===== src/rtl/core/evse_pkg.sv =====
package evse_pkg;

    localparam int MODE_W  = 2;
    localparam int CODE_W  = 4;
    localparam int STATE_W = 4;
    localparam int ERR_W   = 3;
    localparam int PILOT_W = 2;
    localparam int DUTY_W  = 10;
    localparam int PERM_W  = 2;
    localparam int CUR_W   = 10;
    localparam int CFG_IDX_W = 1;

    typedef enum logic [STATE_W-1:0] {
        ST_DISABLED    = 4'd0,
        ST_IDLE        = 4'd1,
        ST_WAIT_AUTH   = 4'd2,
        ST_CHARGING    = 4'd3,
        ST_PAUSED_EV   = 4'd4,
        ST_PAUSED_EVSE = 4'd5,
        ST_FINISHED    = 4'd6,
        ST_ERROR       = 4'd7,
        ST_FAULTED     = 4'd8
    } sess_state_t;

    // control modes
    localparam logic [1:0] CM_NONE = 2'd0;
    localparam logic [1:0] CM_LOW  = 2'd1;
    localparam logic [1:0] CM_HIGH = 2'd2;

    // item kinds
    localparam logic [MODE_W-1:0] KIND_TICK  = 2'd0;
    localparam logic [MODE_W-1:0] KIND_EVENT = 2'd1;
    localparam logic [MODE_W-1:0] KIND_CMD   = 2'd2;

    // pilot events
    localparam logic [CODE_W-1:0] EV_PLUGGED   = 4'd0;
    localparam logic [CODE_W-1:0] EV_POWER_REQ = 4'd1;
    localparam logic [CODE_W-1:0] EV_STOP_REQ  = 4'd2;
    localparam logic [CODE_W-1:0] EV_UNPLUGGED = 4'd3;
    localparam logic [CODE_W-1:0] EV_ERR_FIRST = 4'd4;
    localparam logic [CODE_W-1:0] EV_ERR_LAST  = 4'd9;
    localparam logic [CODE_W-1:0] EV_ERR_BASE  = 4'd3;

    // host commands
    localparam logic [CODE_W-1:0] CMD_PAUSE      = 4'd0;
    localparam logic [CODE_W-1:0] CMD_RESUME     = 4'd1;
    localparam logic [CODE_W-1:0] CMD_ENABLE     = 4'd2;
    localparam logic [CODE_W-1:0] CMD_DISABLE    = 4'd3;
    localparam logic [CODE_W-1:0] CMD_RESTART    = 4'd4;
    localparam logic [CODE_W-1:0] CMD_AUTH_SET   = 4'd5;
    localparam logic [CODE_W-1:0] CMD_AUTH_CLEAR = 4'd6;

    localparam logic [PILOT_W-1:0] PILOT_NONE = 2'd0;
    localparam logic [PILOT_W-1:0] PILOT_HIGH = 2'd1;
    localparam logic [PILOT_W-1:0] PILOT_F    = 2'd2;
    localparam logic [PILOT_W-1:0] PILOT_PWM  = 2'd3;

    localparam logic [PERM_W-1:0] PERM_NONE   = 2'd0;
    localparam logic [PERM_W-1:0] PERM_FORBID = 2'd1;
    localparam logic [PERM_W-1:0] PERM_ALLOW  = 2'd2;

    localparam logic [CFG_IDX_W-1:0] CFG_HOST_LINK   = 1'b0;
    localparam logic [CFG_IDX_W-1:0] CFG_MAX_CURRENT = 1'b1;

    localparam logic [DUTY_W-1:0] DUTY_FULL = 10'd1000;

    typedef struct packed {
        sess_state_t       st;
        logic [ERR_W-1:0]  err;
        logic              auth;
    } sess_t;

    typedef struct packed {
        sess_state_t         session_state;
        logic [ERR_W-1:0]    error_kind;
        logic [PILOT_W-1:0]  pilot_command;
        logic [DUTY_W-1:0]   duty;
        logic [PERM_W-1:0]   power_permission;
        logic                energy_reset;
        logic                event_forwarded;
        logic [CODE_W-1:0]   forwarded_code;
        logic                command_accepted;
    } result_t;

    // Duty in 0.1 % for an offered current in 0.1 A.
    // Divide by 3 and 5 through reciprocal multiply; exact over the value range.
    function automatic logic [DUTY_W-1:0] duty_of(input logic [CUR_W-1:0] c);
        logic [CUR_W-1:0] cl;
        logic [11:0]      five_c;
        logic [27:0]      p3;
        logic [10:0]      two_c;
        logic [28:0]      p5;
        logic [DUTY_W-1:0] d;
        cl     = (c > 10'd510) ? 10'd510 : c;
        five_c = {2'b00, cl} * 12'd5;
        p3     = {16'd0, five_c} * 28'd43691;
        two_c  = {c, 1'b0};
        p5     = {18'd0, two_c} * 29'd52429;
        if (c < 10'd59) begin
            d = DUTY_FULL;
        end else if (c <= 10'd61) begin
            d = 10'd100;
        end else if (c < 10'd525) begin
            d = p3[26:17];
        end else if (c <= 10'd800) begin
            d = p5[27:18] + 10'd640;
        end else if (c == 10'd801) begin
            d = 10'd970;
        end else begin
            d = DUTY_FULL;
        end
        return d;
    endfunction

endpackage


===== src/rtl/core/evse_cfg.sv =====
module evse_cfg (
    input  logic                             aclk,
    input  logic                             aresetn,
    input  logic                             cfg_valid,
    output logic                             cfg_ready,
    input  logic [evse_pkg::CFG_IDX_W-1:0]   cfg_index,
    input  logic [evse_pkg::CUR_W-1:0]       cfg_data,
    output logic [1:0]                       host_link,
    output logic [evse_pkg::DUTY_W-1:0]      duty
);

    logic [1:0]                  host_link_reg;
    logic [1:0]                  host_link_next;
    logic [evse_pkg::DUTY_W-1:0] duty_reg;
    logic [evse_pkg::DUTY_W-1:0] duty_next;

    assign cfg_ready = 1'b1;

    // Keep only the PWM duty derived from max_current; recompute it on each max_current write.
    always_comb begin
        host_link_next = host_link_reg;
        duty_next      = duty_reg;
        if (cfg_valid) begin
            case (cfg_index)
                evse_pkg::CFG_HOST_LINK:   host_link_next = cfg_data[1:0];
                evse_pkg::CFG_MAX_CURRENT: duty_next = evse_pkg::duty_of(cfg_data);
                default: ;
            endcase
        end
    end

    always_ff @(posedge aclk) begin
        if (!aresetn) begin
            host_link_reg <= evse_pkg::CM_NONE;
            duty_reg      <= evse_pkg::DUTY_FULL;
        end else begin
            host_link_reg <= host_link_next;
            duty_reg      <= duty_next;
        end
    end

    assign host_link = host_link_reg;
    assign duty      = duty_reg;

endmodule


===== src/rtl/core/evse_step.sv =====
module evse_step (
    input  evse_pkg::sess_t                  cur,
    input  logic [evse_pkg::MODE_W-1:0]      kind,
    input  logic [evse_pkg::CODE_W-1:0]      code,
    input  logic [1:0]                       host_link,
    input  logic [evse_pkg::DUTY_W-1:0]      duty,
    output evse_pkg::sess_t                  nxt,
    output evse_pkg::result_t                res
);

    logic                  active;
    logic                  high;
    evse_pkg::sess_state_t st_mid;

    assign active = (host_link == evse_pkg::CM_NONE) || (host_link == evse_pkg::CM_HIGH);
    assign high   = (host_link == evse_pkg::CM_HIGH);

    // next state
    always_comb begin
        nxt    = cur;
        st_mid = cur.st;
        case (kind)
            evse_pkg::KIND_TICK: begin
                if (active) begin
                    case (cur.st)
                        evse_pkg::ST_IDLE: begin
                            nxt.auth = 1'b0;
                        end
                        evse_pkg::ST_WAIT_AUTH: begin
                            if (host_link == evse_pkg::CM_NONE || cur.auth) begin
                                nxt.st = evse_pkg::ST_PAUSED_EV;
                            end
                        end
                        evse_pkg::ST_FINISHED: begin
                            if (host_link == evse_pkg::CM_NONE) begin
                                nxt.st = evse_pkg::ST_IDLE;
                            end
                        end
                        default: ;
                    endcase
                end
            end
            evse_pkg::KIND_EVENT: begin
                if (active) begin
                    // Unplug and errors override first, then the plug/pause moves.
                    if (code == evse_pkg::EV_UNPLUGGED) begin
                        st_mid = evse_pkg::ST_FINISHED;
                    end else if (code >= evse_pkg::EV_ERR_FIRST &&
                                 code <= evse_pkg::EV_ERR_LAST) begin
                        st_mid  = evse_pkg::ST_ERROR;
                        nxt.err = evse_pkg::ERR_W'(code - evse_pkg::EV_ERR_BASE);
                    end
                    nxt.st = st_mid;
                    if (st_mid == evse_pkg::ST_IDLE && code == evse_pkg::EV_PLUGGED) begin
                        nxt.st = evse_pkg::ST_WAIT_AUTH;
                    end else if (st_mid == evse_pkg::ST_CHARGING &&
                                 code == evse_pkg::EV_STOP_REQ) begin
                        nxt.st = evse_pkg::ST_PAUSED_EV;
                    end else if (st_mid == evse_pkg::ST_PAUSED_EV &&
                                 code == evse_pkg::EV_POWER_REQ) begin
                        nxt.st = evse_pkg::ST_CHARGING;
                    end
                end
            end
            evse_pkg::KIND_CMD: begin
                case (code)
                    evse_pkg::CMD_PAUSE: begin
                        if (high && cur.st == evse_pkg::ST_CHARGING) begin
                            nxt.st = evse_pkg::ST_PAUSED_EVSE;
                        end
                    end
                    evse_pkg::CMD_RESUME: begin
                        if (high && cur.st == evse_pkg::ST_PAUSED_EVSE) begin
                            nxt.st = evse_pkg::ST_CHARGING;
                        end
                    end
                    evse_pkg::CMD_ENABLE: begin
                        if (cur.st == evse_pkg::ST_DISABLED) begin
                            nxt.st = evse_pkg::ST_IDLE;
                        end
                    end
                    evse_pkg::CMD_DISABLE: begin
                        nxt.st = evse_pkg::ST_DISABLED;
                    end
                    evse_pkg::CMD_RESTART: begin
                        if (high && cur.st == evse_pkg::ST_FINISHED) begin
                            nxt.st = evse_pkg::ST_IDLE;
                        end
                    end
                    evse_pkg::CMD_AUTH_SET: begin
                        nxt.auth = 1'b1;
                    end
                    evse_pkg::CMD_AUTH_CLEAR: begin
                        nxt.auth = 1'b0;
                    end
                    default: ;
                endcase
            end
            default: ;
        endcase
    end

    // outputs
    always_comb begin
        res = '0;
        case (kind)
            evse_pkg::KIND_TICK: begin
                if (active) begin
                    case (cur.st)
                        evse_pkg::ST_DISABLED,
                        evse_pkg::ST_FAULTED,
                        evse_pkg::ST_FINISHED: begin
                            res.pilot_command = evse_pkg::PILOT_F;
                        end
                        evse_pkg::ST_IDLE: begin
                            res.pilot_command = evse_pkg::PILOT_HIGH;
                            res.energy_reset  = 1'b1;
                        end
                        evse_pkg::ST_WAIT_AUTH: begin
                            res.power_permission = evse_pkg::PERM_FORBID;
                        end
                        evse_pkg::ST_CHARGING,
                        evse_pkg::ST_PAUSED_EV: begin
                            res.pilot_command    = evse_pkg::PILOT_PWM;
                            res.duty             = duty;
                            res.power_permission = evse_pkg::PERM_ALLOW;
                        end
                        evse_pkg::ST_PAUSED_EVSE,
                        evse_pkg::ST_ERROR: begin
                            res.pilot_command = evse_pkg::PILOT_HIGH;
                        end
                        default: ;
                    endcase
                end
            end
            evse_pkg::KIND_EVENT: begin
                if (!active) begin
                    res.event_forwarded = 1'b1;
                    res.forwarded_code  = code;
                end
            end
            evse_pkg::KIND_CMD: begin
                case (code)
                    evse_pkg::CMD_PAUSE: begin
                        res.command_accepted = high && cur.st == evse_pkg::ST_CHARGING;
                    end
                    evse_pkg::CMD_RESUME: begin
                        res.command_accepted = high && cur.st == evse_pkg::ST_PAUSED_EVSE;
                    end
                    evse_pkg::CMD_ENABLE: begin
                        res.command_accepted = (cur.st == evse_pkg::ST_DISABLED);
                    end
                    evse_pkg::CMD_RESTART: begin
                        res.command_accepted = high && cur.st == evse_pkg::ST_FINISHED;
                    end
                    evse_pkg::CMD_DISABLE,
                    evse_pkg::CMD_AUTH_SET,
                    evse_pkg::CMD_AUTH_CLEAR: begin
                        res.command_accepted = 1'b1;
                    end
                    default: ;
                endcase
            end
            default: ;
        endcase
        res.session_state = nxt.st;
        res.error_kind    = nxt.err;
    end

endmodule


===== src/rtl/core/evse_charge_session_controller_top.sv =====
// Charge session controller: input register, one step of logic, result register.
// A transferred item waits in the input register and moves into the result register
// when that register is free or drains; its result is offered on the m_ channel at once.
// Throughput: one item per cycle while m_ready holds; the session state is updated
// as an item moves into the result register, so the next item sees it at once.
// Reset (aresetn low, synchronous): state disabled, no error, not authorized,
// control mode none, max current 0, both channels empty.
module evse_charge_session_controller_top (
    input  logic                              aclk,
    input  logic                              aresetn,
    input  logic                              cfg_valid,
    output logic                              cfg_ready,
    input  logic [evse_pkg::CFG_IDX_W-1:0]    cfg_index,
    input  logic [evse_pkg::CUR_W-1:0]        cfg_data,
    input  logic                              s_valid,
    output logic                              s_ready,
    input  logic [evse_pkg::MODE_W-1:0]       s_mode,
    input  logic [evse_pkg::CODE_W-1:0]       s_code,
    output logic                              m_valid,
    input  logic                              m_ready,
    output logic [evse_pkg::STATE_W-1:0]      m_session_state,
    output logic [evse_pkg::ERR_W-1:0]        m_error_kind,
    output logic [evse_pkg::PILOT_W-1:0]      m_pilot_command,
    output logic [evse_pkg::DUTY_W-1:0]       m_duty_tenths_percent,
    output logic [evse_pkg::PERM_W-1:0]       m_power_permission,
    output logic                              m_energy_reset,
    output logic                              m_event_forwarded,
    output logic [evse_pkg::CODE_W-1:0]       m_forwarded_code,
    output logic                              m_command_accepted
);

    logic [1:0]                  host_link;
    logic [evse_pkg::DUTY_W-1:0] duty;

    logic                        in_valid_reg;
    logic                        in_valid_next;
    logic [evse_pkg::MODE_W-1:0] kind_reg;
    logic [evse_pkg::CODE_W-1:0] code_reg;
    logic                        m_valid_reg;
    logic                        m_valid_next;
    evse_pkg::result_t           res_reg;
    evse_pkg::result_t           res_next;
    evse_pkg::sess_t             sess_reg;
    evse_pkg::sess_t             sess_next;
    logic                        advance;
    logic                        in_xfer;

    evse_cfg u_cfg (
        .aclk         (aclk),
        .aresetn      (aresetn),
        .cfg_valid    (cfg_valid),
        .cfg_ready    (cfg_ready),
        .cfg_index    (cfg_index),
        .cfg_data     (cfg_data),
        .host_link    (host_link),
        .duty         (duty)
    );

    evse_step u_step (
        .cur          (sess_reg),
        .kind         (kind_reg),
        .code         (code_reg),
        .host_link    (host_link),
        .duty         (duty),
        .nxt          (sess_next),
        .res          (res_next)
    );

    // Advance the held item whenever the result register is free or drains now.
    assign advance = in_valid_reg && (!m_valid_reg || m_ready);
    assign s_ready = !in_valid_reg || advance;
    assign in_xfer = s_valid && s_ready;

    always_comb begin
        in_valid_next = in_valid_reg;
        if (in_xfer) begin
            in_valid_next = 1'b1;
        end else if (advance) begin
            in_valid_next = 1'b0;
        end
        m_valid_next = m_valid_reg;
        if (advance) begin
            m_valid_next = 1'b1;
        end else if (m_ready) begin
            m_valid_next = 1'b0;
        end
    end

    always_ff @(posedge aclk) begin
        if (!aresetn) begin
            in_valid_reg <= 1'b0;
            m_valid_reg  <= 1'b0;
            sess_reg     <= '{st: evse_pkg::ST_DISABLED, err: '0, auth: 1'b0};
        end else begin
            in_valid_reg <= in_valid_next;
            m_valid_reg  <= m_valid_next;
            if (advance) begin
                sess_reg <= sess_next;
            end
        end
    end

    always_ff @(posedge aclk) begin
        if (in_xfer) begin
            kind_reg <= s_mode;
            code_reg <= s_code;
        end
        if (advance) begin
            res_reg <= res_next;
        end
    end

    assign m_valid               = m_valid_reg;
    assign m_session_state       = res_reg.session_state;
    assign m_error_kind          = res_reg.error_kind;
    assign m_pilot_command       = res_reg.pilot_command;
    assign m_duty_tenths_percent = res_reg.duty;
    assign m_power_permission    = res_reg.power_permission;
    assign m_energy_reset        = res_reg.energy_reset;
    assign m_event_forwarded     = res_reg.event_forwarded;
    assign m_forwarded_code      = res_reg.forwarded_code;
    assign m_command_accepted    = res_reg.command_accepted;

`ifndef SYNTHESIS
    a_duty_only_pwm: assert property (@(posedge aclk) disable iff (!aresetn)
        m_valid && m_pilot_command != evse_pkg::PILOT_PWM |-> m_duty_tenths_percent == '0)
        else $error("duty set without PWM pilot");

    a_allow_with_pwm: assert property (@(posedge aclk) disable iff (!aresetn)
        m_valid && m_power_permission == evse_pkg::PERM_ALLOW
        |-> m_pilot_command == evse_pkg::PILOT_PWM)
        else $error("power allowed without PWM pilot");

    a_energy_reset_idle: assert property (@(posedge aclk) disable iff (!aresetn)
        m_valid && m_energy_reset |-> m_session_state == evse_pkg::ST_IDLE)
        else $error("energy reset outside idle");

    a_forward_exclusive: assert property (@(posedge aclk) disable iff (!aresetn)
        m_valid && m_event_forwarded
        |-> !m_command_accepted && m_pilot_command == evse_pkg::PILOT_NONE)
        else $error("forwarded event with other action");

    a_held_item_kept: assert property (@(posedge aclk) disable iff (!aresetn)
        in_valid_reg && !advance |=> in_valid_reg && $stable(kind_reg) && $stable(code_reg))
        else $error("stalled item lost");
`endif

endmodule


===== config.mk =====
export PLATFORM = sky130hd
export DESIGN_NAME = evse_charge_session_controller_top
export DESIGN_NICKNAME = d
export VERILOG_FILES = /design/src/rtl/core/evse_pkg.sv /design/src/rtl/core/evse_cfg.sv /design/src/rtl/core/evse_step.sv /design/src/rtl/core/evse_charge_session_controller_top.sv
export SDC_FILE = /design/constraint.sdc
export NUM_CORES = 1
export LEC_CHECK = 0
export ABC_AREA = 1
export BUFFER_PORTS_ARGS = -buffer_cell sky130_fd_sc_hd__buf_2
export CELL_PAD_IN_SITES_DETAIL_PLACEMENT = 1
export CELL_PAD_IN_SITES_GLOBAL_PLACEMENT = 1
export CORE_UTILIZATION = 45
export CTS_CLUSTER_SIZE = 12
export DETAILED_ROUTE_END_ITERATION = 8
export PLACE_DENSITY_LB_ADDON = 0.1
export SLEW_MARGIN = 0
export SYNTH_ARGS = -nofsm -noshare
export SYNTH_HDL_FRONTEND = slang
export SYNTH_SLANG_ARGS = --single-unit

===== constraint.sdc =====
create_clock -name aclk -period 14.2 [get_ports aclk]
set_clock_uncertainty 0.05 [all_clocks]
set_input_delay 2.84 -clock aclk [delete_from_list [all_inputs] [get_ports aclk]]
set_output_delay 2.84 -clock aclk [all_outputs]
set_load 0.01 [all_outputs]

## Word level (Yosys, flattened, before mapping)

Index checks and enable logic that the tools add are counted.

- Input bits: 22
- Register bits after elaboration: 56
- Output and inout port bits: 31

- $mul: 3
- Eq/ne operators: 24
- Muxes and demuxes: 40
- Bitwise gates (word level): 2
- Add/sub/neg operators: 2
- Order comparisons: 7
- Reductions and logical operators: 32

Operators with widths:

| cell | count |
|---|---|
| 2-to-1 mux 4 bit | 14 |
| 2-to-1 mux 10 bit | 5 |
| == test 4 x 3 -> 1 bit (second input constant) | 8 |
| multiplier 12 x 16 -> 27 bit (second input constant) | 1 |
| multiplier 10 x 16 -> 26 bit (second input constant) | 1 |
| == test 4 x 2 -> 1 bit (second input constant) | 5 |
| one-hot mux 4 bit (5 select lines) | 1 |
| == test 4 x 1 -> 1 bit (second input constant) | 3 |
| multiplier 10 x 3 -> 12 bit (second input constant) | 1 |
| one-hot mux 4 bit (3 select lines) | 1 |
| adder 9 x 10 -> 10 bit (second input constant) | 1 |
| == test 10 bit (second input constant) | 1 |
| > comparator 10 x 9 -> 1 bit (second input constant) | 1 |
| less-or-equal comparator 10 bit (second input constant) | 1 |
| less-or-equal comparator 10 x 6 -> 1 bit (second input constant) | 1 |
| less-than comparator 10 bit (second input constant) | 1 |
| less-than comparator 10 x 6 -> 1 bit (second input constant) | 1 |
| logical AND 1 bit | 9 |
| 2-to-1 mux 3 bit | 3 |
| OR reduction 3 bit | 3 |
| logical NOT 4 bit | 2 |
| one-hot mux 4 bit (2 select lines) | 1 |
| 2-to-1 mux 1 bit | 7 |
| 2-to-1 mux 7 bit | 1 |
| other kinds (24) | 37 |

## Depth between registers and ports, before layout

- Depth in word-level cells: 13
- Mapped depth: 40

## Hierarchy

From an unflattened synthesis, not the netlist that was laid out.

- Cells, all modules: 1240
- Area, all modules: 9425.3 µm²

Modules (own cells, without submodules):

| module | instances | cells an instance | area each (µm²) |
|---|---|---|---|
| evse_cfg | 1 | 931 | 6901.6 |
| evse_charge_session_controller_top | 1 | 99 | 1486.4 |
| evse_step | 1 | 210 | 1037.2 |

## Worst setup path before layout

OpenSTA, ideal clock, no wires.

- Path type: input -> register
- From: in cfg_data[6] in the netlist's numbering
- To: reg u_cfg.duty_reg (netlist bit u_cfg.duty[6])
- Stages on the path: 36
- Arrival: 9330 ps
- Required time: 14035 ps
- Setup slack: 4706 ps
- Path buffers: 0
- Path through: ha_1 -> nand2_2 -> nand3b_2 -> nand2_4 -> inv_1 -> nor2_1 -> inv_1 -> ha_1 -> ha_1 -> fa_1 -> nand2_1 -> nand2_1 -> a21oi_1 -> nor2_1 -> nor2_1 -> xor2_1 -> ha_1 -> inv_1 -> fa_1 -> inv_1 -> fa_1 -> fa_1 -> inv_1 -> fa_1 -> inv_1 -> ha_1 -> nand2_1 -> inv_1 -> a21oi_1 -> nor3_1 -> nor4_1 -> o21ai_1 -> o21ai_0 -> nand3_1 -> nand2_1 -> nand2_1

- Longest elaborated chain between the ends: 7
- Elaborated cells between the ends (all ways): 14

Ends and longest elaborated chain:

| item | line | text |
|---|---|---|
| start, declared | evse_charge_session_controller_top.sv:14 | `input logic [evse_pkg::CUR_W-1:0] cfg_data,` |
| > comparator 10 x 9 -> 1 bit | evse_pkg.sv:94 | `cl = (c > 10'd510) ? 10'd510 : c;` |
| 2-to-1 mux 10 bit | evse_pkg.sv:94 |  |
| multiplier 10 x 3 -> 12 bit | evse_pkg.sv:95 | `five_c = {2'b00, cl} * 12'd5;` |
| multiplier 12 x 16 -> 27 bit | evse_pkg.sv:96 | `p3 = {16'd0, five_c} * 28'd43691;` |
| 2-to-1 mux 10 bit | evse_pkg.sv:103 | `end else if (c < 10'd525) begin` |
| 2-to-1 mux 10 bit | evse_pkg.sv:101 | `end else if (c <= 10'd61) begin` |
| 2-to-1 mux 10 bit (*) | evse_pkg.sv:99 | `if (c < 10'd59) begin` |
| end signal, assigned | evse_cfg.sv:35 | `duty_reg <= evse_pkg::DUTY_FULL;` |
| end signal, assigned | evse_cfg.sv:38 | `duty_reg <= duty_next;` |
| end, declared | evse_cfg.sv:14 | `logic [evse_pkg::DUTY_W-1:0] duty_reg;` |

Every way passes the cells marked *; elsewhere a longest branch is shown, timed or not.
A chain may end at the register's enable or synchronous reset.

## Worst setup path in the final report

Ends and elaborated chain as after synthesis.

==> impl_metrics.tcl <==
set metrics [dict create \
    fp.dieW_um 142.6 \
    rr_worst_depth 5 \
    syn_nets 1393 \
    start_kind "input port" \
    fin_crit_sh 0.7098 \
    rsz0062_at_grt "false" \
    fmax_ghz 0.09921 \
    synth_flop_cell "edfxtp_1" \
    grt_pass1_vias 7574 \
    slew_violations 0 \
    cp_max_fo 9 \
    setup_viol 0 \
    critPathLaunch "cfg_data[6]" \
    slowest_stage "fa_1" \
    netlist_area_sq_um 8897 \
    drive_gt1_frac 0.07216 \
    r2r-start "m_valid" \
    io_pins 53 \
    slew-limit-headroom 0.2284 \
    clkTransAtPathRegs_ns 0.07 \
    ys_types 55 \
    clock_tree.buffer_depth 2 \
    outcome "completed" \
    place.gp.congestion 0.8768 \
    grt.total_usage 0.2373 \
    avgRoutedWirePerCell_um 16.07 \
    core_sq_um 19400 \
    hold_path_depth 2 \
    setup_tns_ns 0 \
    antenna_found_initial 0 \
    synth_edf_count 34 \
    grt_start_max_net_pins 37 \
    reg2reg_to "sess_reg[5]" \
    synth.yosys.warnings 0 \
    routed_wl_mm 23.18 \
    dieHeight_um 142.6 \
    dr_wl_met3_um 273 \
    rows 51 \
    ctsResizeCount 0 \
    drt-met1-wl_mm 11.13 \
    crit_type "in2reg" \
    maxCapViolations 0 \
    worst_ep_arrival_time_ns 10.23 \
    clock-sinks 56 \
    worst-r2r-setup-slack_ns 11.75 \
    placed_cell_area_sq_um 9464 \
    required_ns 14.35 \
    die-area_sq_um 20340 \
    crit_end "u_cfg.duty[6]" \
    cts_tree "yes" \
    grt_pass1_wl_mm 37.74 \
    avgSynthCellArea_sq_um 7.923 \
    clockRootBuffer "clkbuf_16" \
    synth_top_area_cell "ha_1" \
    highest_layer "met4" \
    tightest_slew_ns 1.150 \
    synth_area_leaders "ha_1 (24%), fa_1 (17%), edfxtp_1 (11%)" \
    portBuffers 51 \
    worstHoldPathType "reg2reg" \
    yosysMostFrequentCell "inv_1" \
    htree_levels 2 \
    via_per_inst 5.087 \
    cts-hold-fix-buffers 0 \
    postCtsSetupBuffers 0 \
    crit_top_cell "inv_1" \
    diodes 0 \
    vias 7341 \
    wl_met2_mm 11.47 \
    period_minus_slack_ns 10.08 \
    syn_inst 1123 \
    yosysSeqAreaShare 0.1643 \
    synthArstFlopShare 0 \
    cts_buffers 5 \
    max_stage_delay_ns 0.55 \
    route.detailed.drc 0 \
    start_util 0.4587 \
    synth-seq-cells 56 \
    first_pass_iters 4 \
    finalNetCount 1447 \
    fin_area_sq_um 9614 \
    endpoint_kind "flip-flop" \
    synth_top_area_frac 0.2433 \
    place_hpwl_mm 20.67 \
    synthTopCellsByCount "inv_1 (255), ha_1 (173), nand2_1 (169), nor2_1 (95), fa_1 (75)" \
    hold_viol 0 \
    worstSkewPairLatency_ns 0.30 \
    dr.first_iter.drc_count 238 \
    ant_nets 0 \
    grt.overflow.total 0 \
    area_delta_synth_final_pct 8.058 \
    fill_cells 2499 \
]
cells in the final DEF, fill, tap and decap left out, drive strengths merged, types with 2 or more instances in the layout:
cell type,count
nand3,48
edfxtp,34
fa,75
nor4,7
nor2,96
clkinv,3
nand4,13
inv,261
o211ai,10
or2,4
a21o,7
a211oi,7
a21oi,73
xor2,12
o21bai,6
ha,173
clkbuf,5
o21ai,49
xnor2,6
o22ai,2
nand2,177
o2111ai,2
a31oi,5
nor3,15
dfxtp,22
buf,51
nand3b,2
routing by layer:
metal,global-route usage,vias up
met4,0.04867,0
met2,0.4314,86
li1,-,3734
met1,0.3137,3502
met5,0,-
met3,0.007713,19
critical path, delay by kind of cell:
| family | cells | cell delay, ns |
|---|---|---|
| fa+ha+maj | 10 | 3.82 |
| simple gates | 14 | 1.73 |
| compound gates | 4 | 0.77 |
| buf+inv | 8 | 0.74 |
| xor+xnor | 1 | 0.31 |
logic make-up after synthesis:
family | synth area share
compound gates | 0.1121
xor+xnor | 0.02025
fa+ha+maj | 0.4120
buf+inv | 0.1128
flops | 0.1643
other cells | 0.0004215
simple gates | 0.1782
per-stage QoR:
stage | utilization | instances | hold WS [ns] | setup WS (ns)
after floorplan | - | 1123 | 0.3904 | 4.706
after global placement | 0.4879 | 1435 | 0.3998 | 4.002
after detailed placement | 0.4879 | 1435 | 0.4064 | 3.773
after CTS | 0.4956 | 1443 | 0.4200 | 4.075
after global routing | 0.4956 | 1443 | 0.4513 | 3.335
final | 0.4956 | 1443 | 0.4181 | 4.121
cell type report:
| type | count | area (sq um) | area share |
|---|---|---|---|
| flip-flops and latches | 56 | 1461 | 0.1520 |
| repair buffers | 51 | 255.2 | 0.02655 |
| clock buffers | 5 | 125.1 | 0.01301 |
| clock inverters | 3 | 25.02 | 0.002603 |
| multi-input cells | 801 | 6432 | 0.6691 |
| well taps | 265 | 331.6 | 0.03449 |
| inverters | 262 | 983.4 | 0.1023 |
how the worst min path moves through the flow:
stage	start	endpoint	slack, ns
after floorplan	u_cfg.duty[3]	u_cfg.duty[3]	0.39
after global placement	u_cfg.duty[3]	u_cfg.duty[3]	0.40
after detailed placement	u_cfg.duty[5]	u_cfg.duty[5]	0.41
after CTS	u_cfg.duty[1]	u_cfg.duty[1]	0.42
after global routing	u_cfg.duty[2]	u_cfg.duty[2]	0.45
final	u_cfg.duty[2]	u_cfg.duty[2]	0.42
Power is not shown: default switching activity piles up to over one toggle a cycle in this logic, so the estimate is an artifact.
